File: config.mk
export PLATFORM = sky130hd
export DESIGN_NAME = luhn_card_number_classifier_unit
export DESIGN_NICKNAME = d
export VERILOG_FILES = /design/src/design/lcc_pkg.sv /design/src/design/luhn_card_number_classifier_unit.sv /design/src/design/lcc_cell.sv /design/src/design/lcc_acc.sv
export SDC_FILE = /design/constraint.sdc
export NUM_CORES = 1
export LEC_CHECK = 0
export BUFFER_PORTS_ARGS = -buffer_cell sky130_fd_sc_hd__buf_2
export CORE_MARGIN = 5
export CORE_UTILIZATION = 48
export CTS_CLUSTER_DIAMETER = 120
export DETAILED_ROUTE_END_ITERATION = 7
export PLACE_DENSITY = 0.8
export REMOVE_ABC_BUFFERS = 1
export SLEW_MARGIN = 20
export SYNTH_ARGS = -nofsm -noshare
export SYNTH_HDL_FRONTEND = slang
export SYNTH_SLANG_ARGS = --single-unit
File: constraint.sdc
create_clock -name clk -period 3.1 [get_ports clk]
set_input_delay 0.31 -clock clk [delete_from_list [all_inputs] [get_ports clk]]
set_output_delay 0.31 -clock clk [all_outputs]
set_load 0.1 [all_outputs]
File: src/design/lcc_pkg.sv
// shared types and constants for the luhn card number classifier
`timescale 1ns / 1ps
package lcc_pkg;

  // input and digit geometry
  localparam int CARD_W     = 63;
  localparam int NUM_DIGITS = 19;
  localparam int DIGIT_W    = 4;
  localparam int COUNT_W    = 5;
  localparam int TYPE_W     = 2;
  localparam int STEP_W     = 6;

  // last step index of each phase
  localparam logic [STEP_W-1:0] DABBLE_LAST = STEP_W'(CARD_W - 1);
  localparam logic [STEP_W-1:0] DRAIN_LAST  = STEP_W'(NUM_DIGITS - 1);

  // card type codes
  localparam logic [TYPE_W-1:0] TYPE_NONE  = 2'd0;
  localparam logic [TYPE_W-1:0] TYPE_LEAD4 = 2'd1;
  localparam logic [TYPE_W-1:0] TYPE_P3X   = 2'd2;
  localparam logic [TYPE_W-1:0] TYPE_P5X   = 2'd3;

  // sequencer states
  typedef enum logic [1:0] {
    ST_IDLE,
    ST_DABBLE,
    ST_DRAIN,
    ST_DONE
  } state_t;

  // control shared by the digit cells and the accumulator
  typedef struct packed {
    logic clr;
    logic dabble;
    logic drain;
  } ctrl_t;

endpackage

File: src/design/luhn_card_number_classifier_unit.sv
// top level: sequencer, input shift register, digit cell chain and accumulator
`timescale 1ns / 1ps
// Luhn card number classifier.
// An item is accepted at a rising edge with start high and busy low;
// card_number is sampled at that edge and busy stays high until the
// result has been shown.
// The number is converted to decimal by a chain of 19 digit cells that
// shift in one binary bit per cycle with add-three correction, then the
// digits drain out of the chain one per cycle, least significant first,
// into the accumulator.
// done is high for exactly one cycle, with card_type, checksum_ok and
// digit_count valid in that cycle. A new item can be accepted in the
// cycle after done; the bit shift through the cell chain takes up most
// of the time per item.
// The receiver cannot stall: the result is shown once and then dropped.
// Synchronous reset returns the sequencer to idle; any item in flight is
// lost and no result is shown for it.
module luhn_card_number_classifier_unit
  import lcc_pkg::*;
(
  input  logic               clk,
  input  logic               rst,
  input  logic               start,
  input  logic [CARD_W-1:0]  card_number,
  output logic               busy,
  output logic               done,
  output logic [TYPE_W-1:0]  card_type,
  output logic               checksum_ok,
  output logic [COUNT_W-1:0] digit_count
);

  state_t            state;
  state_t            state_next;
  logic [STEP_W-1:0] step;
  logic [STEP_W-1:0] step_next;
  logic [CARD_W-1:0] shreg;
  ctrl_t             ctrl;

  logic [NUM_DIGITS:0]              bit_link;
  logic [NUM_DIGITS:0][DIGIT_W-1:0] digit_link;

  // state and step counter
  always_ff @(posedge clk) begin
    if (rst) begin
      state <= ST_IDLE;
      step  <= '0;
    end else begin
      state <= state_next;
      step  <= step_next;
    end
  end

  // next state and control
  always_comb begin
    state_next  = state;
    step_next   = step;
    ctrl.clr    = 1'b0;
    ctrl.dabble = 1'b0;
    ctrl.drain  = 1'b0;
    busy        = 1'b1;
    done        = 1'b0;
    case (state)
      ST_IDLE: begin
        busy = 1'b0;
        if (start) begin
          ctrl.clr   = 1'b1;
          step_next  = '0;
          state_next = ST_DABBLE;
        end
      end
      ST_DABBLE: begin
        ctrl.dabble = 1'b1;
        step_next   = step + 6'd1;
        if (step == DABBLE_LAST) begin
          step_next  = '0;
          state_next = ST_DRAIN;
        end
      end
      ST_DRAIN: begin
        ctrl.drain = 1'b1;
        step_next  = step + 6'd1;
        if (step == DRAIN_LAST) begin
          step_next  = '0;
          state_next = ST_DONE;
        end
      end
      ST_DONE: begin
        done       = 1'b1;
        state_next = ST_IDLE;
      end
      default: begin
        state_next = ST_IDLE;
      end
    endcase
  end

  // input bits leave most significant first
  always_ff @(posedge clk) begin
    if (ctrl.clr) begin
      shreg <= card_number;
    end else if (ctrl.dabble) begin
      shreg <= {shreg[CARD_W-2:0], 1'b0};
    end
  end

  // chain ends: bits enter at the low cell, zeros enter the top while draining
  assign bit_link[0]            = shreg[CARD_W-1];
  assign digit_link[NUM_DIGITS] = '0;

  // row of digit cells, cell zero holds the least significant digit
  for (genvar i = 0; i < NUM_DIGITS; i++) begin : g_cell
    lcc_cell u_cell (
      .clk      (clk),
      .ctrl     (ctrl),
      .bit_in   (bit_link[i]),
      .digit_in (digit_link[i+1]),
      .bit_out  (bit_link[i+1]),
      .digit    (digit_link[i])
    );
  end

  // digits drain from cell zero into the accumulator
  lcc_acc u_acc (
    .clk         (clk),
    .ctrl        (ctrl),
    .digit_in    (digit_link[0]),
    .card_type   (card_type),
    .checksum_ok (checksum_ok),
    .digit_count (digit_count)
  );

endmodule

File: src/design/lcc_cell.sv
// one decimal digit cell of the binary to bcd chain
`timescale 1ns / 1ps
module lcc_cell
  import lcc_pkg::*;
(
  input  logic               clk,
  input  ctrl_t              ctrl,
  input  logic               bit_in,
  input  logic [DIGIT_W-1:0] digit_in,
  output logic               bit_out,
  output logic [DIGIT_W-1:0] digit
);

  logic [DIGIT_W-1:0] adj;

  // add three before the shift when the digit would overflow past nine
  always_comb begin
    adj = (digit >= 4'd5) ? digit + 4'd3 : digit;
  end

  assign bit_out = adj[DIGIT_W-1];

  // shift in a bit, or take the upper neighbor's digit while draining
  always_ff @(posedge clk) begin
    if (ctrl.clr) begin
      digit <= '0;
    end else if (ctrl.dabble) begin
      digit <= {adj[DIGIT_W-2:0], bit_in};
    end else if (ctrl.drain) begin
      digit <= digit_in;
    end
  end

endmodule

File: src/design/lcc_acc.sv
// luhn sum, digit count, prefix capture and card type decode
`timescale 1ns / 1ps
module lcc_acc
  import lcc_pkg::*;
(
  input  logic               clk,
  input  ctrl_t              ctrl,
  input  logic [DIGIT_W-1:0] digit_in,
  output logic [TYPE_W-1:0]  card_type,
  output logic               checksum_ok,
  output logic [COUNT_W-1:0] digit_count
);

  logic [DIGIT_W-1:0] sum;
  logic [COUNT_W-1:0] pos;
  logic [COUNT_W-1:0] count;
  logic [DIGIT_W-1:0] lead;
  logic [DIGIT_W-1:0] second;
  logic [DIGIT_W-1:0] prev;

  logic [DIGIT_W:0]   dbl;
  logic [DIGIT_W-1:0] weight;
  logic [DIGIT_W:0]   raw_sum;
  logic [DIGIT_W-1:0] sum_next;
  logic               ok;

  // odd positions from the right, counting from zero, are doubled, digits of the product added
  always_comb begin
    dbl = {digit_in, 1'b0};
    if (pos[0]) begin
      weight = (dbl > 5'd9) ? DIGIT_W'(dbl - 5'd9) : dbl[DIGIT_W-1:0];
    end else begin
      weight = digit_in;
    end
    raw_sum  = {1'b0, sum} + {1'b0, weight};
    sum_next = (raw_sum >= 5'd10) ? DIGIT_W'(raw_sum - 5'd10) : raw_sum[DIGIT_W-1:0];
  end

  // running state over digits, least significant first
  always_ff @(posedge clk) begin
    if (ctrl.clr) begin
      sum    <= '0;
      pos    <= '0;
      count  <= '0;
      lead   <= '0;
      second <= '0;
      prev   <= '0;
    end else if (ctrl.drain) begin
      sum  <= sum_next;
      pos  <= pos + 5'd1;
      prev <= digit_in;
      if (digit_in != '0) begin
        count  <= pos + 5'd1;
        lead   <= digit_in;
        second <= prev;
      end
    end
  end

  // zero input has no digits and never passes
  assign ok          = (sum == '0) && (count != '0);
  assign checksum_ok = ok;
  assign digit_count = count;

  // type from length and leading digits, only for a passing number
  always_comb begin
    card_type = TYPE_NONE;
    if (ok) begin
      if ((count == 5'd13 || count == 5'd16) && lead == 4'd4) begin
        card_type = TYPE_LEAD4;
      end else if (count == 5'd15 && lead == 4'd3 &&
                   (second == 4'd4 || second == 4'd7)) begin
        card_type = TYPE_P3X;
      end else if (count == 5'd16 && lead == 4'd5 &&
                   second >= 4'd1 && second <= 4'd5) begin
        card_type = TYPE_P5X;
      end
    end
  end

endmodule
==> results.tsv <==
stage	metric	value	unit
layout	share of layout cells above drive strength 1	11.2	%
drt	DRC viols	0	
critical_path	Worst setup SP type	register	
layout	most frequent cells in the layout	nand2_1, dfxtp_1, a21oi_1	
logic_synthesis	Post-synth EDFFs	63	
logic_synthesis	mux cell area share after synthesis	6.39	%
timing	minimum clock period	2840	ps
clock_network	H-Tree Depth	4	
logic_synthesis	average cell area after synthesis	8.43	um^2
pwr	Pwr Density	1020	nW/um^2
layout	final core utilization	54.2	%
timing	Clock Skew	12.1	ps
timing	Slew Limit Headroom	55.6	%
clock_network	CTS Buf Count	17	
timing	final worst slack	261	ps
placement	placed cells	1443	
placement	DPL Wire Length	12700	um
timing	Final setup viols	0	
drt	Avg Vias per Cell	5.30	
critical_path	CP Capture Type	register	
placement	Final Wtd Congestion	0.792	
layout	post-synthesis to final-layout area growth	12.2	%
logic_synthesis	synthesis warning total	0	
logic_synthesis	largest family of logic cells by synthesized area	simple AND/OR/NAND/NOR gates	
floorplan	I/O pin count	76	
floorplan	height of the die	152	um
drt	1st-pass router iterations	5	
clock_network	Root Buffer	clkbuf_16	
timing	final hold violation count	0	
logic_synthesis	post-synthesis register bit count	173	
drt	average wire per standard cell	13.0	um
layout	Layout Nets	1311	
flow_run	max_cap viols	0	
layout	antenna cells	0	
drt	DRT Wirelength	19200	um
logic_synthesis	Yosys cell types	51	
floorplan	core area	20100	um^2
global_routing	first-pass GRT wire length	33200	um
pwr	Peak VDD IR	0.499	mV
critical_path	crit path DAT	3200	ps
timing	final slew viol count	0	
logic_synthesis	Synth Area in Simple Gates	21.6	%
floorplan	num rows	52	
logic_synthesis	Cells after Synth	1153	
logic_synthesis	sequential fraction of the synthesis area	42.1	%
critical_path	crit-path max FO	4	
critical_path	Critical Path Max Stage Delay	400	ps
logic_synthesis	Mapped Area	9710	um^2
floorplan	Initial Util	48.3	%
layout	commonest non-fill, non-tap cell in the layout	nand2_1	
layout	Non-Filler Instances	1475	
global_routing	largest net degree at the start of global routing	132	
logic_synthesis	async set-reset flop share out of synthesis	0	%
timing	Hold Slack	136	ps
drt	detailed-route via count	7823	
clock_network	CTS tree	built	
clock_network	CTS max path bufs	2	
critical_path	worst-path cell chain	inv_1 -> ha_2 -> inv_1 -> a21oi_2 -> xnor2_1 -> mux2i_1 -> fa_2 -> xnor2_1 -> inv_1 -> ha_2 -> o31a_1 -> o211ai_2 -> or3_1 -> a31oi_1	
global_routing	number of global-route vias before repair	7378	
drt	DR iter-0 viols	463	
floorplan	die area	23200	um^2
pwr	Final Power	0.0111	W
placement	setup slack at placement	187	ps
timing	Max Freq	352	MHz
clock_network	Clock transition at path regs	70	ps
pwr	LEAKAGE	4.31	nW
timing	Tightest Pin Transition	667	ps
logic_synthesis	Compound-Gate Fraction of Synth Area	14.7	%
logic_synthesis	adder-cell area share of the yosys netlist	6.90	%
clock_network	Num Clock Sinks	173	
drt	ANT nets after route	0	
clock_network	worst skew pair latency	430	ps
logic_synthesis	xor-xnor portion of the synthesized cell area	2.61	%
run_status	status	finished clean	
critical_path	Buf/Inv on CP	3	
critical_path	WP data required	3460	ps
global_routing	gr ovfl total	0	
critical_path	CP max stage cell	fa_2	
global_routing	initial antenna violation count	1	
min_path	HP Class	in -> reg	
timing	final worst-path cycle share	91.6	%
critical_path	Critical Path Most Common Cell	inv_1	
logic_synthesis	Synth Flop Type	dfxtp_1	
global_routing	Total GRT Usage	16.5	%
critical_path	CP Class	reg -> reg	
critical_path	Top delay family on crit path	adder cells	
floorplan	DIE WIDTH	152	um
placement	I/O Buffers	75	
==> cell usage after synthesis (2+ instances only) <==
master / n / share of area [%]
o21ai_0: 48 / 2.5
edfxtp_1: 63 / 19
dfxtp_1: 110 / 23
nand4_1: 4 / 0.26
ha_1: 52 / 6.7
o21a_1: 17 / 1.3
mux2i_1: 62 / 6.4
xor2_1: 5 / 0.45
buf_1: 9 / 0.35
o21bai_1: 2 / 0.15
inv_1: 69 / 2.7
a311o_1: 16 / 1.6
nor2b_1: 3 / 0.19
a211oi_1: 41 / 3.2
clkbuf_1: 39 / 1.5
buf_4: 3 / 0.23
nand3_1: 51 / 2.6
a21oi_1: 79 / 4.1
and3_1: 2 / 0.13
nor3b_1: 21 / 1.6
or3_1: 2 / 0.13
a31oi_1: 6 / 0.39
nand2b_1: 43 / 2.8
nor3_1: 3 / 0.15
xnor2_1: 24 / 2.2
nor2_1: 75 / 2.9
o21ai_1: 2 / 0.10
buf_2: 17 / 0.88
nand2_1: 263 / 10
==> kinds of logic after synthesis <==
| logic type | Yosys count |
|---|---|
| simple gates | 474 |
| compound gates | 225 |
| flops | 173 |
| buf+inv | 137 |
| mux | 62 |
| fa+ha+maj | 53 |
| xor+xnor | 29 |
==> state kept, by name, indices dropped and copies added (netlist names) <==
register and flops:
g_cell.u_cell.digit 76, u_acc.digit_count 5, u_acc.lead 4, state 2, shreg 63, u_acc.pos 5
step 6, u_acc.prev 4, u_acc.second 4, u_acc.sum 4
==> worst register-to-register path, cell delays in order, from the launching register on <==
cell and delay (ps):
dfxtp_1 310, inv_1 100, ha_2 210, inv_1 60, a21oi_2 190, xnor2_1 140, mux2i_1 130, fa_2 400
xnor2_1 150, inv_1 80, ha_2 210, o31a_1 190, o211ai_2 130, or3_1 320, a31oi_1 150
==> what timing repair did <==
| item | in CTS | in global routing |
|---|---|---|
| setup endpoints to repair | 0 | 3 |
| resized for setup | 0 | 4 |
| setup buffers | 0 | 0 |
| hold buffers | 0 | 0 |
==> stage by stage <==
stage	area [um^2]	TNS [ps]
3_5_place_dp	10300	0
6_report	10900	0
2_1_floorplan	9430	-260300
4_1_cts	10900	0
5_1_grt	10900	-17.5
3_3_place_gp	10300	0
==> power by group <==
part	internal, W	switching [W]
clock network	0.00107	0.000979
logic	0.00185	0.00322
registers	0.00342	0.000599
==> path summary, 6_finish.rpt <==
check | end | slack (ps) | cells after the start | from
worst max register to register | u_acc.sum[1]$_SDFFE_PP0P_ | 260 | 14 | g_cell[0].u_cell.digit[1]$_SDFFE_PP0P_
worst max-delay path | u_acc.sum[1]$_SDFFE_PP0P_ | 260 | 14 | g_cell[0].u_cell.digit[1]$_SDFFE_PP0P_
worst min-delay path | shreg[42]$_DFFE_PP_ | 140 | 3 | card_number[42]
worst min register to register | u_acc.second[2]$_SDFFE_PP0P_ | 460 | 2 | u_acc.prev[2]$_SDFFE_PP0P_
==> cell type report <==
cell class / count / area [um^2]
clock buffer: 17 / 425
tap: 270 / 338
timing repair buffer: 88 / 523
inverter: 69 / 259
multi-input combinational: 843 / 5110
fill: 1807 / 9210
clock inverter: 15 / 150
sequential: 173 / 4090
==> layer usage <==
layer  share of wire [%]  vias up  GRT usage [%]
li1                    -     4020              -
met1                  48     3649           21.8
met2                  47      132           27.3
met3                 4.2       20           3.81
met4                 1.0        2           4.45
met5               0.068        -              0
Note: power is estimated with default switching activity, not from simulation.
